**config.mk**
```make
export PLATFORM = sky130hd
export DESIGN_NAME = dad_fifo
export DESIGN_NICKNAME = d
export VERILOG_FILES = /design/src/hdl/dad_pkg.sv /design/src/hdl/dad_fifo.sv
export SDC_FILE = /design/constraint.sdc
export NUM_CORES = 1
export LEC_CHECK = 0
export CORE_MARGIN = 3
export CORE_UTILIZATION = 25
export CTS_CLUSTER_DIAMETER = 60
export DETAILED_ROUTE_END_ITERATION = 12
export DONT_BUFFER_PORTS = 1
export PLACE_DENSITY_LB_ADDON = 0.25
export SLEW_MARGIN = 5
export SYNTH_ARGS = -nofsm -noshare
export SYNTH_HDL_FRONTEND = slang
export SYNTH_SLANG_ARGS = --single-unit
```
**constraint.sdc**
```tcl
create_clock -name clk -period 6.1 [get_ports clk]
set_clock_uncertainty 0.15 [all_clocks]
set_input_delay 0.915 -clock clk [delete_from_list [all_inputs] [get_ports clk]]
set_output_delay 0.915 -clock clk [all_outputs]
set_load 0.02 [all_outputs]
```
**src/hdl/dad_pkg.sv**
```systemverilog
// shared types and constants for the detection anchor decoder
`default_nettype none

package dad_pkg;

    localparam int SAMPLE_W    = 24;
    localparam int CFG_DATA_W  = 23;
    localparam int CFG_INDEX_W = 3;
    localparam int COUNT_W     = 7;
    localparam int COORD_W     = 18;
    localparam int LABEL_W     = 4;
    localparam int ANCHOR_W    = 14;
    localparam int FIFO_DEPTH  = 4;
    localparam int FIFO_PW     = 2;

    typedef enum logic [CFG_INDEX_W-1:0] {
        REG_SCORE_THRESHOLD = 3'd0,
        REG_LABEL_COUNT     = 3'd1,
        REG_PAD_X           = 3'd2,
        REG_PAD_Y           = 3'd3,
        REG_SCALE_RATIO     = 3'd4,
        REG_IMAGE_WIDTH     = 3'd5,
        REG_IMAGE_HEIGHT    = 3'd6
    } reg_index_t;

    typedef struct packed {
        logic [22:0] score_threshold;
        logic [4:0]  label_count;
        logic [22:0] pad_x;
        logic [22:0] pad_y;
        logic [15:0] scale_ratio;
        logic [13:0] image_width;
        logic [13:0] image_height;
    } cfg_t;

    typedef struct packed {
        logic signed [SAMPLE_W-1:0] score;
        logic [LABEL_W-1:0]         label;
        logic [ANCHOR_W-1:0]        anchor;
    } det_meta_t;

    typedef struct packed {
        logic signed [SAMPLE_W-1:0] box_x;
        logic signed [SAMPLE_W-1:0] box_y;
        logic signed [SAMPLE_W-1:0] box_w;
        logic signed [SAMPLE_W-1:0] box_h;
        det_meta_t                  meta;
    } det_rec_t;

    typedef struct packed {
        logic full;
        logic empty;
    } queue_status_t;

endpackage

`default_nettype wire

```
**src/hdl/dad_fifo.sv**
```systemverilog
// short queue of passing detections between front and back ends
`default_nettype none

module dad_fifo (
    input  wire logic                   clk,
    input  wire logic                   rst_n,
    input  wire logic                   push,
    input  wire dad_pkg::det_rec_t      rec_in,
    input  wire logic                   pop,
    output dad_pkg::det_rec_t           rec_out,
    output dad_pkg::queue_status_t      qstat
);
    import dad_pkg::*;

    det_rec_t               mem_reg [0:FIFO_DEPTH-1];
    logic [FIFO_PW-1:0]     wr_ptr_reg, rd_ptr_reg;
    logic [FIFO_PW:0]       count_reg, count_next;

    always_comb
    begin
        qstat.full  = count_reg == (FIFO_PW+1)'(FIFO_DEPTH);
        qstat.empty = count_reg == '0;
        rec_out     = mem_reg[rd_ptr_reg];
        count_next  = count_reg + (FIFO_PW+1)'(push) - (FIFO_PW+1)'(pop);
    end

    always_ff @(posedge clk)
    begin
        if (push)
            mem_reg[wr_ptr_reg] <= rec_in;
    end

    always_ff @(posedge clk or negedge rst_n)
    begin
        if (!rst_n)
        begin
            wr_ptr_reg <= '0;
            rd_ptr_reg <= '0;
            count_reg  <= '0;
        end
        else
        begin
            if (push)
                wr_ptr_reg <= wr_ptr_reg + 1'b1;
            if (pop)
                rd_ptr_reg <= rd_ptr_reg + 1'b1;
            count_reg <= count_next;
        end
    end

    a_no_overflow: assert property (@(posedge clk) disable iff (!rst_n)
        push |-> !qstat.full)
        else $error("detection pushed into a full queue");

    a_no_underflow: assert property (@(posedge clk) disable iff (!rst_n)
        pop |-> !qstat.empty)
        else $error("detection popped from an empty queue");

    a_count_bound: assert property (@(posedge clk) disable iff (!rst_n)
        count_reg <= (FIFO_PW+1)'(FIFO_DEPTH))
        else $error("queue count beyond depth");

endmodule

`default_nettype wire

```
### Word level (Yosys, flattened, before mapping)

Memories as Yosys holds them, arrays and structs flattened.
Cells that the tools add are included.

| storage, ports and cells | value |
|---|---|
| register bits after elaboration | 7 |
| bits in writable memories | 552 |
| output and inout bits | 140 |
| word-level logic and storage cells | 12 |
| memories kept | 1 |

| cells by class | value |
|---|---|
| add/subtract/negate cells | 4 |
| eq/ne operators | 1 |
| muxes and demuxes | 2 |
| reduce and logical (&&, ||, !) cells | 1 |

Memories:

| memory | words | width | read ports | clocked after memory_dff | wr ports | line | source |
|---|---|---|---|---|---|---|---|
| mem_reg | 4 | 138 | 1 | 0 | 1 | dad_fifo.sv:15 | `det_rec_t mem_reg [0:FIFO_DEPTH-1];` |

Operator list:

| operator | count |
|---|---|
| $add 2x1->2 const B | 2 |
| $add 3x1->3 | 1 |
| $eq 3x3->1 const B | 1 |
| $logic_not 3->1 | 1 |
| $sub 3x1->3 | 1 |
| $mux 1 | 2 |

### Depth between registers and ports, before layout

Gate-level depths: netlist of the first run.

| depth | value |
|---|---|
| word-level depth | 2 |
| gate-level depth with buffers | 6 |
| depth with buffers taken out | 6 |

### Worst setup path after synthesis of the first run

OpenSTA, ideal clock, no wires.

| path | value |
|---|---|
| kind | input-to-reg |
| start | in push |
| end | mem mem_reg[1][0] in the netlist's numbering, enable pin |
| library setup time | 513 ps |
| arrival time | 4,071 ps |
| required time | 5,437 ps |
| setup slack | 1,366 ps |
| stages | 1 |
| cells stage by stage | and2_1 |

| on the way | value |
|---|---|
| word-level cells in the longest chain between the ends | 2 |

Ends and longest elaborated chain:

| element | line | source |
|---|---|---|
| start: declaration | dad_fifo.sv:7 | `input wire logic push,` |
| $mux 1 | dad_fifo.sv:29 | `if (push)` |
| $mux 1 (implied by the code) | dad_fifo.sv:30 | `mem_reg[wr_ptr_reg] <= rec_in;` |
| end: declaration | dad_fifo.sv:15 |  |

Every way passes these cells.

==> results of run 1 <==
==> area by class of cell <==
class                      instances  area [µm²]  area share [%]
antenna                            5       12.51         0.05233
clock buffer                      88        1882           7.870
clock inverter                    37       442.9           1.852
inverter                           6       22.52         0.09419
multi-input combinational        159        3306           13.83
sequential                       559       16760           70.09
tap                             1050        1314           5.495
timing repair buffer              11       172.7          0.7221
==> worst max path at each step <==
stage / slack, ns / cells past startpoint / end
6_report: 2.22 / 2 / rec_out[61]
5_1_grt: 1.94 / 2 / rec_out[61]
4_1_cts: 2.04 / 2 / rec_out[92]
3_5_place_dp: 2.68 / 2 / rec_out[92]
3_3_place_gp: 2.69 / 2 / rec_out[92]
2_1_floorplan: 1.37 / 1 / mem_reg[1][0]$_DFFE_PP_
==> layer usage <==
layer	vias to the layer above	GRT usage, %	share of wire (%)
li1	3398	-	-
met1	4309	10.92	37
met2	261	16.66	50
met3	86	4.852	9.8
met4	0	3.988	3.2
met5	-	0	0
==> Yosys cell counts <==
master    instances
o21ai_0           1
xor2_1            3
dfrtp_1           7
ha_1              6
clkbuf_1          1
xnor2_1           2
nor3_1            1
and2_1            4
mux4_2          138
nand2_1           2
clkbuf_2          1
buf_6            11
edfxtp_1        552
fa_1              1
buf_1             2
buf_2            14
buf_4             2
inv_1             6
and3_1            1
==> metrics by stage <==
| stage | instances | util, % | instance area (µm²) | total power [µW] | setup slack, ns |
|---|---|---|---|---|---|
| 2_1_floorplan | 755 | - | 20290 | 7991 | 1.366 |
| 3_5_place_dp | 1784 | 27.07 | 21560 | 8770 | 2.685 |
| 6_report | 1915 | 30.02 | 23910 | 12600 | 2.224 |
| 5_1_grt | 1911 | 30.01 | 23900 | 13200 | 1.940 |
| 3_3_place_gp | 1784 | 27.07 | 21560 | 8741 | 2.692 |
| 4_1_cts | 1910 | 30.01 | 23900 | 12940 | 2.038 |
==> critical path: cells and delay by family (launching register included) <==
kind | cells | cell delay, ns
DFF | 1 | 1.04
muxes | 1 | 0.67
buffers and inverters | 1 | 0.38
==> where the power goes <==
part | switching [µW] | leakage [µW] | total, µW | internal, µW
clock network | 1600 | 0.00113 | 4080 | 2480
registers | 285 | 0.00515 | 5310 | 5030
logic | 2100 | 0.00109 | 3200 | 1100
==> cells by family after synthesis <==
family          after synthesis
flops                       559
mux                         138
buf+inv                      37
simple gates                  8
fa+ha+maj                     7
xor+xnor                      5
compound gates                1
==> timing repair <==
| action | CTS | global route |
|---|---|---|
| hold buffers | 1 | 0 |
| endpoints found under the hold margin | 7 | 0 |
| buffers inserted | 0 | 0 |
| endpoints found under the setup margin | 0 | 0 |
==> run summary, run 1 <==
The flow ran to the end, and the final reports show no timing, DRC or antenna violations. The final-report hold violation count is 0. The root buffer cell chosen for the clock tree is clkbuf_16. In the layout the commonest cells are edfxtp_1, mux4_2, clkbuf_16.

The transition time at the pin with the least slew margin is 0.9366 ns, and the post-detailed-placement half-perimeter wirelength is 24.02 mm. Before antenna repair, the detailed router went through 4 iterations. After the first detailed-routing iteration, the DRC count stood at 437. The cell at the slowest stage of the critical path is dfrtp_4.

The tools report the max capacitance violation total as 0. TritonCTS built the clock tree. The count of buffers from port buffering was 0. Maximum net fanout on the critical path: 46. In this run the mean area of a mapped cell was 26.88 µm².

The number of nets in the synthesized netlist was 904. The initial utilization of the core area, before any placement, comes to 25.48%. Dividing the final minimum period by the clock period gives 63.55%.

From synthesis to final layout, the design area changed by 17.82%. Of the synthesized area, sequential elements account for 82.54%. First-pass GRT wire length: 61.82 mm.

Entering global routing, the biggest net connects 105 pins. The tools report the worst hold endpoint as mem_reg[3][12]$_DFFE_PP_. Synthesized cell area: 20,290 µm².

The number of different library cells used by synthesis comes to 19. Global routing used 9.990% of the available tracks across all layers. After detailed routing, the average wire length per cell comes to 22.31 µm. At the worst endpoint, the required time is 5.03 ns. 282 I/O pins were placed. The total of fill cells in the finished design came out at 7,666. From left edge to right edge, the die measures 290.9 µm. In this run the static leakage power is 0.007368 µW. The synthesized netlist devotes 0.02466% of its cell area to compound gates.

The run gives 0 as the number of setup violations in the final report. In the post-synthesis netlist, the biggest area contributors are edfxtp_1, mux4_2, dfrtp_1, buf_6, ha_1. The fraction of synthesized cell area taken by the top area cell type was 81.68%. Type of the worst min-delay path: primary input to register.

The biggest area contributor in the post-synthesis netlist is edfxtp_1. The flip-flop count of the largest register after layout works out to 552. For this run, the slowest stage of the critical path takes 1.04 ns. The logs give 0 for the residual antenna-violating net count after detailed routing and 956 for the net count reported at finish.

Measured against its own limit, the worst slew margin works out to 37.56%. Sum of overflow across all layers after global routing: 0. The layout cell share with drive strength beyond 1 is 29.42%.

The synthesized netlist devotes 0.4686% of its cell area to adder and majority cells. The initial antenna violation count was 2; the DRC violations left was 0. At the end of routability-driven placement, the weighted congestion stood at 0.6526. Adding up every negative setup slack in the final design gives 0 ns. For this run, the top clock speed supported by timing is 0.2580 GHz.

The final count of pins violating max slew was 0. The most critical setup path has its startpoint at rd_ptr_reg[0]$_DFFE_PN0P_. The via count normalized by instance count is 4.206, and the number of synthesized register bits is 559. Setup repair after global routing left no endpoint under its margin. The setup check on the worst reg-to-reg path leaves a slack of 3.59 ns. The Yosys step of the flow raised 0 warnings. The via count of the first global-routing pass was 8,894; the number of cells on the worst hold path was 0. The detailed router placed 8,054 vias in this run. After floorplanning, the core was sized to cover 79,640 µm². The commonest non-fill, non-tap cell in the layout is edfxtp_1.

The synthesized netlist devotes 0.2158% of its cell area to simple gates. Subtracting the final worst setup slack from the clock period gives 3.876 ns. The synthesized netlist devotes 0.2158% of its cell area to XOR and XNOR gates. The endpoint kind of the worst setup timing path was an output pin. The final wirelength is 42.72 mm. The clock tree synthesis step divided the H-tree into 3 levels. The launch point of the worst hold path is rec_in[12]. The die extent in y was 290.9 µm; the total power per unit cell area was 527.0 nW/µm².

Counting every sink on the clock net gives 559. After clock tree synthesis, the clock-pin slew on the worst setup and hold paths is 0.06 ns. The beginning of the worst register-to-register path is wr_ptr_reg[0]$_DFFE_PN0P_. Measured in cells, the most critical reg-to-reg path has a length of 4. Walking the worst path, the cells encountered are buf_12, mux4_2. Of the post-synthesis cell area, the part taken by muxes is 15.31%. Worst reg2reg path endpoint: mem_reg[0][84]$_DFFE_PP_. Synthesis produced 755 cells. The combinational family with the most area after synthesis was multiplexers. The largest voltage drop on the vdd net was 296.9 µV; the standard-cell row count was 103. The maximum count of clock buffers along a single path came out at 3. Data on the critical path arrives at its endpoint at 2.81 ns. The worst setup path category is register to output pin. The number of clock buffers added by TritonCTS is 70. For the worst hold margin, the log shows 0.2587 ns.

The worst setup path is launched from a register. For the area of the die, the log shows 84,630 µm². The tools report the clock insertion delay at the later pin of the skew report as 0.59 ns.

In this run, post-CTS repair resized a total of 0 instances.
No activity file was read; power rests on OpenSTA's default activity.
==> run 2, diff against run 1 <==
--- a/config.mk
+++ b/config.mk
@@ -5,6 +5,7 @@
 export SDC_FILE = /design/constraint.sdc
 export NUM_CORES = 1
 export LEC_CHECK = 0
+export ABC_AREA = 1
 export CORE_MARGIN = 3
 export CORE_UTILIZATION = 25
 export CTS_CLUSTER_DIAMETER = 60
==> constraint.sdc (replaced) <==
create_clock -name clk -period 3.65 [get_ports clk]
set_clock_uncertainty 0.15 [all_clocks]
set_input_delay 0.5475 -clock clk [delete_from_list [all_inputs] [get_ports clk]]
set_output_delay 0.5475 -clock clk [all_outputs]
set_load 0.02 [all_outputs]
==> run 2 against run 1 <==
Net effect:
- worst hold slack got worse by 0.14 ns
- final cell count up 91%
- first-iteration DRC count rose by 120%
- global-route usage increased by 1.9 points
- die area increased by 16%
- clock-buffer cell count increased by 4
- clock power is 68% higher
- total power rose by 86%
- cell area grew 20%
- synthesized cell count grew to 2.9 times the previous value
- non-clock buffer count is 151 higher
- sequential power increased by 63%
- critical endpoint is now rec_out[63]
- largest power group unchanged
==> run summary, run 2 <==
The run finished with clean final reports. The mapped netlist covers 23,550 µm². After synthesis, the share of flip-flops with an asynchronous set or reset is 1.252%. Leaving out fill and tap cells, the most frequent cell in the layout is nand2_1. TritonCTS built the clock tree. The first global-routing pass estimated 88.71 mm of wire. Counting flops and latches in the post-synthesis netlist gives 559.

In this run the power density over the cells is 818.3 nW/µm². Across all layers, the routed design uses 14,727 vias. The register with the most flip-flops in the layout has 552 of them.

The tools report the overall power of the completed layout as 23,480 µW. The die extent in y was 312.9 µm; the least setup slack across all paths after layout was 0.5263 ns. The tools report the worst slack after detailed placement as 1.108 ns. Synthesis produced 2,208 cells. After detailed routing, the number of remaining DRC violations is 0.

The tools report the residual antenna-violating net count after detailed routing as 0. Setup repair after global routing left no endpoint under its margin. Combinational logic is responsible for 33.9% of the overall power. Per report_power, the sequential group accounts for 36.9% of the total. The via count normalized by instance count is 4.029, and the core outline area is 92,500 µm². Buffers placed on the I/O ports in this run total 0. The clock transition at the registers of the reported paths was 0.06 ns; the largest net degree at the start of global routing was 143. The via count of the first global-routing pass is 14,831. Timing would allow up to 0.3201 GHz.

The tools report the CTS sink count as 559. CTS built an H-tree with a depth of 3. The net switching share of the total power was 39.62%; the worst hold margin was 0.1224 ns. The synthesized netlist contains 17 unique library cells.

Summed over all cells, the static leakage comes to 0.01247 µW. The sequential cell area fraction in the yosys report was 71.14%; the clock insertion delay at the later pin of the skew report was 0.63 ns. For the post-detailed-placement half-perimeter wirelength, the log shows 32.81 mm. Before antenna repair, the detailed router went through 5 iterations.

Largest area contributor in the synthesized netlist: edfxtp_1. The worst hold path belongs to the class primary input to asynchronous set/reset pin. The tools report the clock root buffer as clkbuf_16. The commonest cells after synthesis are nand2_1, inv_1, edfxtp_1, nand3_1, buf_2. Counting every net in the synthesized netlist gives 2,357. The critical path is of the register to output pin type.

The final count of pins violating max slew was 0; the final-report hold violation count was 0. The congestion estimate from routability-driven global placement came to 0.7709. The net count reported at finish is 2,502, and the worst-case headroom to the max-slew limit is 33.08%.

The minimum clock period was 3.124 ns. The analysis attributes to net switching a power of 9304 µW. The logs give 11.85% for the global-route total usage across every layer and 0 for the max capacitance violation total. The initial utilization of the core area, before any placement, comes to 25.46%. VDD sags by at most 575.6 µV. At the pin with the least slew margin, the transition time is 0.9962 ns. The post-route netlist has 5.724% of its cells at a drive strength greater than 1. Counting flops with a built-in enable in the synthesized netlist gives 552.

The tools report the startpoint type of the worst setup path as a register. Post-CTS repair changed the size of 0 cells. In the final routed layout, each cell accounts on average for 16.00 µm. The top-level I/O count came out at 282. The logs give 0 for the sum of overflow across all layers after global routing and 0 for the number of buffers added for setup after CTS.

The logs give 0 for the number of synthesis warnings and 4 for the initial antenna violation count. Among all flip-flop cells after synthesis, the most frequent one is edfxtp_1. The top cell types in the final layout, fill and taps aside, are nand2_1, inv_1, edfxtp_1. Each instance of the synthesized netlist takes up on average 10.66 µm². Summed over its instances, the top area cell type makes up 70.40% of the synthesized netlist area.

Compared with the post-synthesis result, the final layout area differs by 21.89%. Ranked by total cell area, the synthesized netlist is headed by edfxtp_1, nand2_1, inv_1, nand3_1, buf_2. TritonCTS created 73 clock buffers.

At the worst endpoint, the required time is 2.95 ns. The most numerous cell in the Yosys netlist was nand2_1. In the final timing run, aggregate negative setup slack is 0 ns. Total of fill cells in the finished design: 9,396. STA classifies the critical path endpoint as an output pin.

The post-route fraction of the period consumed by the critical path works out to 85.58%. Wires add up to 58.47 mm. The portion of total power attributed to the clock network was 29.2%; the horizontal die dimension was 312.9 µm. The logs give 968 for the number of DRC violations after detailed-routing iteration 0 and 141 for the total of hold buffers inserted after clock tree synthesis. Internal power comes to 14,180 µW.

The run gives 3 as the maximum count of clock buffers along a single path. Area of the die: 97,900 µm². Of all nets on the critical path, the largest fanout is 80. STA puts the critical path data arrival time at 2.43 ns. In this run the core area contains 111 standard-cell rows. For the number of setup violations in the final report, the log shows 0.
run 2: cells by family (layout without fill, tap and decap cells):
kind of cell             after synthesis  after routing  share of synthesized area (%)
AO/OA/AOI/OAI                          1              1                        0.02124
buffers and inverters                658            861                          11.22
other                                  0              1                              0
XOR/XNOR                               3              3                         0.1116
adder cells (fa/ha/maj)                7              7                         0.4039
AND/OR/NAND/NOR                      980            980                          17.10
flip-flops                           559            559                          71.14
run 2: critical path, cell delays in order (launching register included):
cell     delay [ns]
dfrtp_4        0.53
inv_8          0.39
buf_12         0.36
nand2_1        0.12
nand3_1        0.10
nand2_1        0.20
run 2: final timing paths:
path,from,endpoint,slack [ns],depth (start not counted)
setup / recovery,rd_ptr_reg[0]$_DFFE_PN0P_,rec_out[63],0.53,5
hold / removal,rst_n,count_reg[0]$_DFF_PN0_,0.12,1
setup reg to reg,wr_ptr_reg[0]$_DFFE_PN0P_,mem_reg[0][87]$_DFFE_PP_,1.19,5
hold reg to reg,wr_ptr_reg[0]$_DFFE_PN0P_,wr_ptr_reg[0]$_DFFE_PN0P_,0.38,1
max in group asynchronous,rst_n,rd_ptr_reg[1]$_DFFE_PN0P_,2.90,1
min in group clk,pop,count_reg[0]$_DFF_PN0_,0.17,3
run 2: layer usage:
layer | up-vias | GRT usage [%] | part of all wire [%]
li1 | 7187 | - | -
met1 | 7100 | 14.59 | 43
met2 | 338 | 19.66 | 48
met3 | 96 | 3.696 | 6.5
met4 | 6 | 4.068 | 2.7
met5 | - | 0 | 0.070
run 2: layout make-up:
class,count,area [µm²],share of cell area (%)
inverter,566,2152,7.499
tap,1243,1555,5.419
antenna,1,2.502,0.008720
multi-input combinational,991,4153,14.47
clock inverter,41,422.9,1.474
clock buffer,92,1898,6.614
sequential,559,16760,58.39
timing repair buffer,162,1757,6.121
run 2: per-stage QoR:
step	instances	utilization, %	instance area [µm²]
after CTS	3654	31.02	28700
final	3655	31.03	28700
after global routing	3654	31.02	28700
after global placement	3380	26.99	24960
after floorplan	2208	-	23560
after detailed placement	3380	26.99	24960
run 2: power by group through the flow:
stage	registers (µW)	logic, µW	clock network, µW
5_1_grt	8760	8830	7400
3_5_place_dp	8810	7980	0
4_1_cts	8680	8190	7120
3_3_place_gp	8770	7880	0
6_report	8670	7960	6850
2_1_floorplan	8800	5860	0
