<file path="src/hdl/dad_pkg.sv">
// shared types and constants for the detection anchor decoder
`default_nettype none

package dad_pkg;

    localparam int SAMPLE_W    = 24;
    localparam int CFG_DATA_W  = 23;
    localparam int CFG_INDEX_W = 3;
    localparam int COUNT_W     = 7;
    localparam int COORD_W     = 18;
    localparam int LABEL_W     = 4;
    localparam int ANCHOR_W    = 14;
    localparam int FIFO_DEPTH  = 4;
    localparam int FIFO_PW     = 2;

    typedef enum logic [CFG_INDEX_W-1:0] {
        REG_SCORE_THRESHOLD = 3'd0,
        REG_LABEL_COUNT     = 3'd1,
        REG_PAD_X           = 3'd2,
        REG_PAD_Y           = 3'd3,
        REG_SCALE_RATIO     = 3'd4,
        REG_IMAGE_WIDTH     = 3'd5,
        REG_IMAGE_HEIGHT    = 3'd6
    } reg_index_t;

    typedef struct packed {
        logic [22:0] score_threshold;
        logic [4:0]  label_count;
        logic [22:0] pad_x;
        logic [22:0] pad_y;
        logic [15:0] scale_ratio;
        logic [13:0] image_width;
        logic [13:0] image_height;
    } cfg_t;

    typedef struct packed {
        logic signed [SAMPLE_W-1:0] score;
        logic [LABEL_W-1:0]         label;
        logic [ANCHOR_W-1:0]        anchor;
    } det_meta_t;

    typedef struct packed {
        logic signed [SAMPLE_W-1:0] box_x;
        logic signed [SAMPLE_W-1:0] box_y;
        logic signed [SAMPLE_W-1:0] box_w;
        logic signed [SAMPLE_W-1:0] box_h;
        det_meta_t                  meta;
    } det_rec_t;

    typedef struct packed {
        logic full;
        logic empty;
    } queue_status_t;

endpackage

`default_nettype wire

</file>
<file path="src/hdl/dad_front.sv">
// front end: channel counting, box latch, running best score and threshold test
`default_nettype none

module dad_front #(
    parameter int MAX_LABELS  = 16,
    parameter int MAX_ANCHORS = 16384
) (
    input  wire logic                  clk,
    input  wire logic                  rst_n,
    input  wire logic                  sample_valid,
    output logic                       sample_stall,
    input  wire logic signed [23:0]    sample_value,
    input  wire logic                  frame_start,
    input  wire dad_pkg::cfg_t         cfg,
    input  wire dad_pkg::queue_status_t qstat,
    output logic                       push,
    output dad_pkg::det_rec_t          rec
);
    import dad_pkg::*;

    localparam int CHW = $clog2(MAX_LABELS + 4);
    localparam int AW  = (MAX_ANCHORS > 1) ? $clog2(MAX_ANCHORS) : 1;

    logic [CHW-1:0]              chan_reg, chan_next, chan_cur;
    logic [AW-1:0]               anchor_reg, anchor_next, anchor_cur, anchor_inc;
    logic signed [SAMPLE_W-1:0]  box_reg [0:3];
    logic signed [SAMPLE_W-1:0]  box_next [0:3];
    logic signed [SAMPLE_W-1:0]  best_reg, best_next, best_new;
    logic [LABEL_W-1:0]          label_reg, label_next, label_new;

    logic                        accept;
    logic [COUNT_W-1:0]          n_eff, lc_ext, last_pos, chan_ext;
    logic                        is_box, is_first, is_last, take, pass;
    logic [AW+ANCHOR_W-1:0]      anchor_wide;

    always_comb
    begin
        accept   = sample_valid && !qstat.full;
        chan_cur   = frame_start ? '0 : chan_reg;
        anchor_cur = frame_start ? '0 : anchor_reg;

        // count is clamped to the supported label range
        lc_ext = COUNT_W'(cfg.label_count);
        if (lc_ext == '0)
            n_eff = COUNT_W'(1);
        else if (lc_ext > COUNT_W'(MAX_LABELS))
            n_eff = COUNT_W'(MAX_LABELS);
        else
            n_eff = lc_ext;

        last_pos = n_eff + COUNT_W'(3);
        chan_ext = COUNT_W'(chan_cur);
        is_box   = chan_ext < COUNT_W'(4);
        is_first = chan_ext == COUNT_W'(4);
        is_last  = !is_box && (chan_ext >= last_pos);

        // strict compare keeps the earlier label on a tie
        take      = is_first || (sample_value > best_reg);
        best_new  = take ? sample_value : best_reg;
        label_new = take ? LABEL_W'(chan_ext - COUNT_W'(4)) : label_reg;
        pass      = $signed({best_new[SAMPLE_W-1], best_new}) >
                    $signed({2'b00, cfg.score_threshold});

        anchor_inc = (anchor_cur == AW'(MAX_ANCHORS - 1)) ? '0 : anchor_cur + 1'b1;
        anchor_wide = {{ANCHOR_W{1'b0}}, anchor_cur};

        chan_next   = chan_reg;
        anchor_next = anchor_reg;
        best_next   = best_reg;
        label_next  = label_reg;
        for (int i = 0; i < 4; i++)
            box_next[i] = box_reg[i];

        if (accept)
        begin
            anchor_next = anchor_cur;
            if (is_box)
            begin
                box_next[chan_cur[1:0]] = sample_value;
                chan_next = chan_cur + 1'b1;
            end
            else
            begin
                best_next  = best_new;
                label_next = label_new;
                if (is_last)
                begin
                    chan_next   = '0;
                    anchor_next = anchor_inc;
                end
                else
                    chan_next = chan_cur + 1'b1;
            end
        end

        push             = accept && is_last && pass;
        rec.box_x        = box_reg[0];
        rec.box_y        = box_reg[1];
        rec.box_w        = box_reg[2];
        rec.box_h        = box_reg[3];
        rec.meta.score   = best_new;
        rec.meta.label   = label_new;
        rec.meta.anchor  = anchor_wide[ANCHOR_W-1:0];
        sample_stall     = qstat.full;
    end

    always_ff @(posedge clk or negedge rst_n)
    begin
        if (!rst_n)
        begin
            chan_reg   <= '0;
            anchor_reg <= '0;
            best_reg   <= '0;
            label_reg  <= '0;
            for (int i = 0; i < 4; i++)
                box_reg[i] <= '0;
        end
        else
        begin
            chan_reg   <= chan_next;
            anchor_reg <= anchor_next;
            best_reg   <= best_next;
            label_reg  <= label_next;
            for (int i = 0; i < 4; i++)
                box_reg[i] <= box_next[i];
        end
    end

    // an emitted anchor always restarts the channel count
    a_push_restarts: assert property (@(posedge clk) disable iff (!rst_n)
        push |=> (chan_reg == '0))
        else $error("channel count not restarted after a detection");

endmodule

`default_nettype wire

</file>
<file path="config.mk">
export PLATFORM = sky130hd
export DESIGN_NAME = dad_front
export DESIGN_NICKNAME = d
export VERILOG_FILES = /design/src/hdl/dad_pkg.sv /design/src/hdl/dad_front.sv
export SDC_FILE = /design/constraint.sdc
export NUM_CORES = 1
export LEC_CHECK = 0
export ABC_AREA = 0
export BUFFER_PORTS_ARGS = -buffer_cell sky130_fd_sc_hd__buf_2
export CORE_AREA = 4 4 98 193
export CTS_BUF_LIST = sky130_fd_sc_hd__clkbuf_4
export DETAILED_ROUTE_END_ITERATION = 12
export DIE_AREA = 0 0 102 197
export HOLD_SLACK_MARGIN = 0.03
export PLACE_DENSITY_LB_ADDON = 0.2
export RECOVER_POWER = 25
export SYNTH_ARGS = -nofsm -noshare
export SYNTH_HDL_FRONTEND = slang
export SYNTH_SLANG_ARGS = --single-unit
</file>
<file path="constraint.sdc">
create_clock -name clk -period 9.35 [get_ports clk]
set_input_delay 1.87 -clock clk [delete_from_list [all_inputs] [get_ports clk]]
set_output_delay 1.87 -clock clk [all_outputs]
set_load 0.05 [all_outputs]
</file>
After elaboration in Yosys (flattened, before gate mapping)
Index checks and enable logic that the tools add are counted.
{"block": "totals", "out_inout_bits": 140, "mem_bits_ro": 0, "wordCells": 48, "latch_bits": 0, "n_memories": 0, "mem_bits_rw": 0, "input_bits": 148, "regBits": 143}
{"block": "classes", "n_addsub": 4, "mux": 14, "n_lt_le_gt_ge": 7, "shifts": 0, "div_mod_pow": 0, "eq_ne": 2, "bitwise": 2, "reduce_logical": 11, "n_mul": 0}
{"operator": "bitwise mux 96 bit", "n": 1}
{"operator": "2-to-1 mux 14 bit", "n": 4}
{"operator": "demux 24 bit (select 2 bit)", "n": 1}
{"operator": "greater-than comparator 24 bit", "n": 2}
{"operator": "2-to-1 mux 24 bit", "n": 2}
{"operator": "2-to-1 mux 5 bit", "n": 4}
{"operator": "adder 14 x 1 -> 14 bit, second input constant", "n": 1}
{"operator": "== test 14 bit, second input constant", "n": 1}
{"operator": "adder 7 x 2 -> 7 bit, second input constant", "n": 1}
{"operator": ">= comparator 5 x 7 -> 1 bit", "n": 1}
{"operator": "2-to-1 mux 7 bit", "n": 1}
{"operator": "adder 5 x 1 -> 5 bit, second input constant", "n": 1}
{"operator": "== test 5 x 3 -> 1 bit, second input constant", "n": 1}
{"operator": "greater-than comparator 5 bit, second input constant", "n": 1}
{"operator": "logical AND 1 bit", "n": 5}
{"operator": "zero test 5 bit", "n": 1}
{"operator": "less-than comparator 5 x 3 -> 1 bit, second input constant", "n": 1}
{"operator": "2-to-1 mux 4 bit", "n": 1}
{"operator": "AND reduction 2 bit", "n": 2}
{"operator": "subtractor 4 x 3 -> 4 bit, second input constant", "n": 1}
{"operator": ">= comparator 3 bit, second input constant", "n": 1}
{"operator": "less-than comparator 3 x 1 -> 1 bit, second input constant", "n": 1}
{"operator": "inverter 2 -> 3 bit", "n": 1}
{"operator": "zero test 1 bit", "n": 2}
{"operator": "other kinds (2)", "n": 2}

Depth between registers and ports, before layout
Gate-level depths: netlist (run 1).
{"block": "depth", "ltp_word": 8, "mapped_depth": 19, "mapped_depth_nobuf": 17}

Least setup slack after synthesis (run 1)
OpenSTA, ideal clock, no wires.
{"block": "synth_path", "kind": "input -> output", "start": "in sample_value[1]", "end": "out push", "n_path_buf": 2, "slack_ns": 0.828, "required_ns": 7.480, "t_arrival_ns": 6.652, "cell_stages": 17, "cell_sequence": "ha_1 -> nor2b_1 -> o211ai_2 -> a21oi_1 -> o31a_2 -> or3_2 -> nand3_1 -> buf_4 -> buf_6 -> mux2_2 -> ha_1 -> nand4_1 -> or4_1 -> o21bai_1 -> a31oi_1 -> o21ai_0 -> nor3b_1"}
{"item": "start: declaration", "line_no": "dad_front.sv:12", "rtl": "input wire logic signed [23:0] sample_value,"}
{"item": "end: declaration", "line_no": "dad_front.sv:16", "rtl": "output logic push,"}

Worst setup path in the final report (run 1)
{"block": "layout_path", "start": "in sample_value[1]", "end": "out push"}
{"block": "layout_between", "elab_chain_len": 5}
{"item": "greater-than comparator 24 bit", "line_no": "dad_front.sv:58", "rtl": "take = is_first || (sample_value > best_reg);"}
{"item": "logical OR 1 bit", "line_no": "dad_front.sv:58"}
{"item": "2-to-1 mux 24 bit (*)", "line_no": "dad_front.sv:59", "rtl": "best_new = take ? sample_value : best_reg;"}
{"item": "greater-than comparator 24 bit (*)", "line_no": "dad_front.sv:61", "rtl": "pass = $signed({best_new[SAMPLE_W-1], best_new}) >"}
{"item": "logical AND 1 bit (*)", "line_no": "dad_front.sv:96", "rtl": "push = accept && is_last && pass;"}
Every way passes the cells marked *; elsewhere a longest branch is shown, timed or not.

==> flow_summary.yaml, run 1 <==
cells_and_area:
  design_area_um2: 9170
  largest_reg_flops: 96
  layout.cells.non_filler: 1084
  final_nets: 1068
  nFillCells: 1605
  area_growth_pct: 18.6
  drive_gt1_share_pct: 43.8
cts:
  tritoncts: "done"
  cts-resized-gates: 0
  cts_hold_buffers: 0
  cts_made_buffers: 17
  path_clk_slew_ps: 110
  insertion_delay_ps: 540
  cts-root-buf: "clkbuf_4"
  cts.htree.levels: 4
  cts.sinks: 143
  cts_setup_buffers: 0
  clock_path_buffers: 2
sta:
  relSlewSlack_pct: -187
  rsz0062_at_grt: "no"
  fmax_mhz: 117
  hold_viol: 0
  slew_violations: 146
  setup_tns_ps: 0
  tightest_slew_ps: 4300
  post-route-min-period_ps: 8540
  fin_crit_sh_pct: 91.3
  skew_ps: 29.4
  setup_ws_ps: 813
  setup_viol: 0
synth:
  synth_edf_count: 0
  syn_inst: 658
  ys_warn_count: 0
  synth_cell_types: 53
  ys_async_sr_fraction_pct: 100
  yosysTopAreaCellShare_pct: 46.3
  syn_area_per_cell_um2: 11.7
  ys_top_cells_by_area: "dfrtp_1, mux2_2, ha_1, mux2_4, inv_1"
  syn_area_um2: 7730
  yosysTopAreaCell: "dfrtp_1"
  ys_seq_elements: 143
  synth_flop_cell: "dfrtp_1"
  ys_seq_area_share_pct: 46.3
  syn_nets: 866
power:
  powerDensity_nw_per_um2: 368
  p_leak_nw: 4.75
  ir_drop_v: 0.000173
floorplan:
  dieArea_um2: 20100
  core_um2: 17400
  die_h_um: 197
  io_pins: 288
  die_w_um: 102
  start_util_pct: 44.5
  num_rows: 68
setup_path:
  cp_max_fo: 13
  crit_path_end_kind: "primary output"
  crit_family: "simple AND/OR/NAND/NOR gates"
  worstPathRequired_ps: 7480
  path_buf_inv: 3
  cp_data_arrival_time_ps: 6670
  crit_slowest_cell: "or4_1"
  path_class: "primary input to primary output"
  cp_cell_sequence: "buf_2, ha_1, nor2b_1, o211ai_2, a21oi_1, o31a_2, or3_2, nand3_1, buf_4, mux2_2, ha_1, nand2_1, or4_1, o21bai_1, a31oi_1, o21ai_0, nor3b_1, buf_2"
  crit_path_start_kind: "primary input"
  slowest_delay_ps: 520
routing:
  vias: 5830
  drtIter0Drc: 144
  drc: 0
  ant_nets: 0
  drt-pass1-iter-count: 4
  finalWirelength_mm: 20.7
  avgViaCountPerCell: 5.38
  post_drt_wl_per_cell_um: 19.1
grt:
  overflow: 0
  grt_start_max_net_pins: 81
  track_usage_pct: 21.0
  grt_pass1_wl_mm: 32.2
  grt_pass1_vias: 6037
  antenna_found_initial: 1
place:
  place.gp.congestion: 0.872
  dp_hpwl_mm: 16.0
  dp.cells: 1051
  place_area_um2: 8910
  port_buffers: 196
  place_ws_ps: 834
hold_path:
  hp-class: "flop to flop"
outcome:
  violations: "capacitance limit, slew limit"
  outcome: "finished, violations left"
job:
  max_cap_viol_count: 2
worst paths after layout:
kind                       depth (start not counted)                     from                   endpoint  slack [ps]
max                                               18          sample_value[1]                       push         810
min                                                2     rec[137]$_DFFE_PN0P_       rec[137]$_DFFE_PN0P_         500
max reg2reg                                       10  chan_reg[0]$_DFFE_PN0P_  anchor_reg[4]$_DFFE_PN0P_        5820
min reg2reg                                        2     rec[137]$_DFFE_PN0P_       rec[137]$_DFFE_PN0P_         500
max in group asynchronous                          2                    rst_n       rec[101]$_DFFE_PN0P_        1690
min in group asynchronous                          1                    rst_n   label_reg[3]$_DFFE_PN0P_        2850
per-layer routing:
| metal | part of all wire, % | GRT usage [%] | up-vias | wire [um] |
|---|---|---|---|---|
| met4 | 2.7 | 7.49 | 0 | 565 |
| met5 | 0 | 0 | - | 0 |
| met2 | 54 | 38.2 | 196 | 11200 |
| li1 | - | - | 2737 | - |
| met1 | 37 | 23.9 | 2867 | 7710 |
| met3 | 6.1 | 3.90 | 30 | 1270 |
power breakdown:
group | internal (mW) | switching [mW] | leakage, nW | total [mW]
Combinational | 0.619 | 1.42 | 2.80 | 2.04
Clock | 0.139 | 0.242 | 0.144 | 0.381
Sequential | 0.833 | 0.121 | 1.81 | 0.954
Total | 1.59 | 1.78 | 4.75 | 3.37
kinds of logic after synthesis:
family / share of synthesized area (%)
muxes: 21.9
DFF: 46.3
and+or+nand+nor: 8.87
AOI/OAI and AO/OA: 7.77
buffers and inverters: 4.47
adders and majority gates: 9.71
xor gates and xnor gates: 1.02
area by class of cell:
class / count / area (um^2) / share of cell area (%)
Clock inverter: 14 / 130 / 1.42
Multi-Input combinational cell: 436 / 3810 / 41.5
Clock buffer: 18 / 135 / 1.47
Tap cell: 210 / 263 / 2.87
Inverter: 58 / 218 / 2.37
Timing Repair Buffer: 204 / 1040 / 11.3
Sequential cell: 143 / 3580 / 39.0
Antenna cell: 1 / 2.50 / 0.0273
worst min-delay path, delay by kind of cell, from the launching register on:
family             cells  cell delay [ps]
and+or+nand+nor        1               40
AOI/OAI and AO/OA      1               60
DFF                    1              360
through the flow:
step | power [mW] | hold WS (ps) | utilization (%)
after floorplan | 2.53 | 462 | -
after global placement | 2.97 | 464 | 51.3
after detailed placement | 3.03 | 474 | 51.3
after CTS | 3.42 | 502 | 52.9
after global routing | 3.58 | 534 | 52.8
final | 3.37 | 499 | 52.8
layout by cell type, fill, tap and decap left out, types with 2 or more instances in the layout:
cell type	instances
nand2_1	37
a31oi_1	5
mux2i_1	2
o21a_1	3
ha_1	60
mux2_2	121
clkinvlp_4	2
xnor2_1	8
clkinv_2	3
o21ai_0	22
a22o_1	5
a21o_1	6
nand3_1	12
clkbuf_1	2
inv_6	6
nand2b_1	7
or3_1	2
dfrtp_1	143
nor2_1	12
o21ai_1	2
buf_2	195
buf_4	7
mux2_1	2
nor3_1	8
nand4_1	14
and2_1	3
mux2_4	19
a211o_1	2
o211ai_2	2
a21oi_1	32
and4_1	4
nor4_1	3
o31ai_1	4
nor2b_1	17
clkinv_4	2
o21bai_1	3
clkbuf_4	18
inv_1	58
or4_1	2
cells in the mapped netlist, drive strengths merged (2+ instances only):
cell	n
a31oi	6
ha	60
and4	4
o21ai	24
mux2	142
nand2b	7
a22o	5
and2	3
buf	6
dfrtp	143
nor4	3
mux2i	2
a211o	2
or3	4
or4	2
nand4	14
nor3	9
a21oi	32
nand3	12
nor2b	17
o211ai	3
o21a	3
o21bai	3
nand2	37
a21o	6
xnor2	8
o31ai	4
nor2	12
inv	58
clkbuf	15
Note: power is estimated with default switching activity, not from simulation.
==> run 2: changes to the inputs <==
==> constraint.sdc (replaced) <==
create_clock -name clk -period 7.2 [get_ports clk]
set_input_delay 1.44 -clock clk [delete_from_list [all_inputs] [get_ports clk]]
set_output_delay 1.44 -clock clk [all_outputs]
set_load 0.05 [all_outputs]
==> flow_summary.yaml, run 2 (same netlist as run 1, synthesis figures left out) <==
sta:
  tightest_slew_ps: 3460
  fin_crit_sh_pct: 96.6
  rsz0062_at_grt: "no"
  skew_ps: 27.7
  hold_viol: 0
  fmax_mhz: 144
  post-route-min-period_ps: 6960
  whs_ps: 497
  setup_viol: 0
  slew_violations: 146
  setup_tns_ps: 0
  relSlewSlack_pct: -131
setup_path:
  crit_path_start_kind: "primary input"
  rrSetupSlack_ps: 3850
  cp_cell_sequence: "buf_2, ha_1, a21oi_1, o21ai_1, a21oi_1, o21ai_0, or3_2, nand3_2, buf_12, mux2_2, ha_1, nand4_1, or4_4, o21bai_1, a31oi_1, o21ai_0, nor3b_2, buf_6"
  crit_slowest_cell: "or4_4"
  crit_path_end_kind: "primary output"
  cp_data_arrival_time_ps: 5520
  path_class: "primary input to primary output"
  cp_max_fo: 9
  worstPathRequired_ps: 5760
  slowest_delay_ps: 590
cts:
  clock_path_buffers: 2
  insertion_delay_ps: 550
  cts-root-buf: "clkbuf_4"
  cts_made_buffers: 17
  cts.sinks: 143
  path_clk_slew_ps: 120
  cts_setup_buffers: 0
  tritoncts: "done"
  cts.htree.levels: 4
routing:
  drt-pass1-iter-count: 4
  ant_nets: 0
  finalWirelength_mm: 22.1
  vias: 5977
  drc: 0
  avgViaCountPerCell: 5.38
  post_drt_wl_per_cell_um: 19.9
  drtIter0Drc: 190
floorplan:
  die_w_um: 102
  die_h_um: 197
  num_rows: 68
  core_um2: 17400
  io_pins: 288
  start_util_pct: 44.5
  dieArea_um2: 20100
cells_and_area:
  largest_reg_flops: 96
  final_cell_mix: "buf_2, dfrtp_1, mux2_2, ha_1, inv_1"
  final_common_cell: "buf_2"
  nFillCells: 1575
  area_growth_pct: 21.7
  final_nets: 1094
  layout.cells.non_filler: 1111
  drive_gt1_share_pct: 45.6
place:
  dp_hpwl_mm: 16.9
  dp.cells: 1077
  port_buffers: 196
  place.gp.congestion: 0.848
outcome:
  violations: "capacitance limit, slew limit"
  outcome: "finished, violations left"
grt:
  grt_pass1_vias: 6378
  grt_start_max_net_pins: 83
  overflow: 0
  track_usage_pct: 22.2
  antenna_found_initial: 2
  grt_pass1_wl_mm: 33.9
power:
  p_leak_nw: 4.88
  finalPower_mw: 4.50
  powerDensity_nw_per_um2: 478
  ir_drop_v: 0.000267
job:
  max_cap_viol_count: 2
hold_path:
  hp-class: "flop to flop"
run 2: worst paths after layout:
kind                       depth (start not counted)                        end               startpoint
setup / recovery                                  18                       push         sample_value[11]
hold / removal                                     2        rec[42]$_DFFE_PN0P_      rec[42]$_DFFE_PN0P_
setup reg to reg                                  11  anchor_reg[4]$_DFFE_PN0P_  chan_reg[0]$_DFFE_PN0P_
hold reg to reg                                    2        rec[42]$_DFFE_PN0P_      rec[42]$_DFFE_PN0P_
max in group asynchronous                          2    best_reg[2]$_DFFE_PN0P_                    rst_n
min in group asynchronous                          1   label_reg[0]$_DFFE_PN0P_                    rst_n
run 2: per-stage QoR:
stage / utilization (%) / worst slack, ps / cell area [um^2]
after global routing: 54.2 / 10.6 / 9410
after CTS: 54.2 / 55.4 / 9410
final: 54.2 / 245 / 9410
after floorplan: - / 8.09 / 7730
after detailed placement: 52.6 / 19.8 / 9130
after global placement: 52.6 / 43.4 / 9130
run 2: cell type report:
class	count	area [um^2]	area share, %
Clock inverter	14	143	1.52
Tap cell	210	263	2.79
Timing Repair Buffer	230	1250	13.3
Sequential cell	143	3580	38.0
Inverter	58	218	2.31
Clock buffer	18	135	1.44
Antenna cell	2	5.00	0.0532
Multi-Input combinational cell	436	3820	40.6
run 2: report_power, final:
| group | switching [mW] | internal (mW) |
|---|---|---|
| clock | 0.307 | 0.208 |
| sequential | 0.162 | 1.08 |
| combinational | 1.87 | 0.867 |
run 2: worst max-delay path, delay by kind of cell:
family          cells  cell delay [ps]
compound gates      7             1030
simple gates        5             1590
buf+inv             3              450
fa+ha+maj           2              630
mux                 1              360
run 2: repair_timing:
action,in CTS,in global routing
resized for setup,1,4
hold endpoints to repair,0,0
setup endpoints to repair,1,1
gates cloned,0,0
hold buffers,0,0
run 2: routing by layer:
layer	global-route usage (%)	vias to the layer above	share of wire, %
li1	-	2790	-
met1	24.6	2947	37
met2	40.3	213	55
met3	4.50	27	5.7
met4	9.25	0	2.3
met5	0	-	0
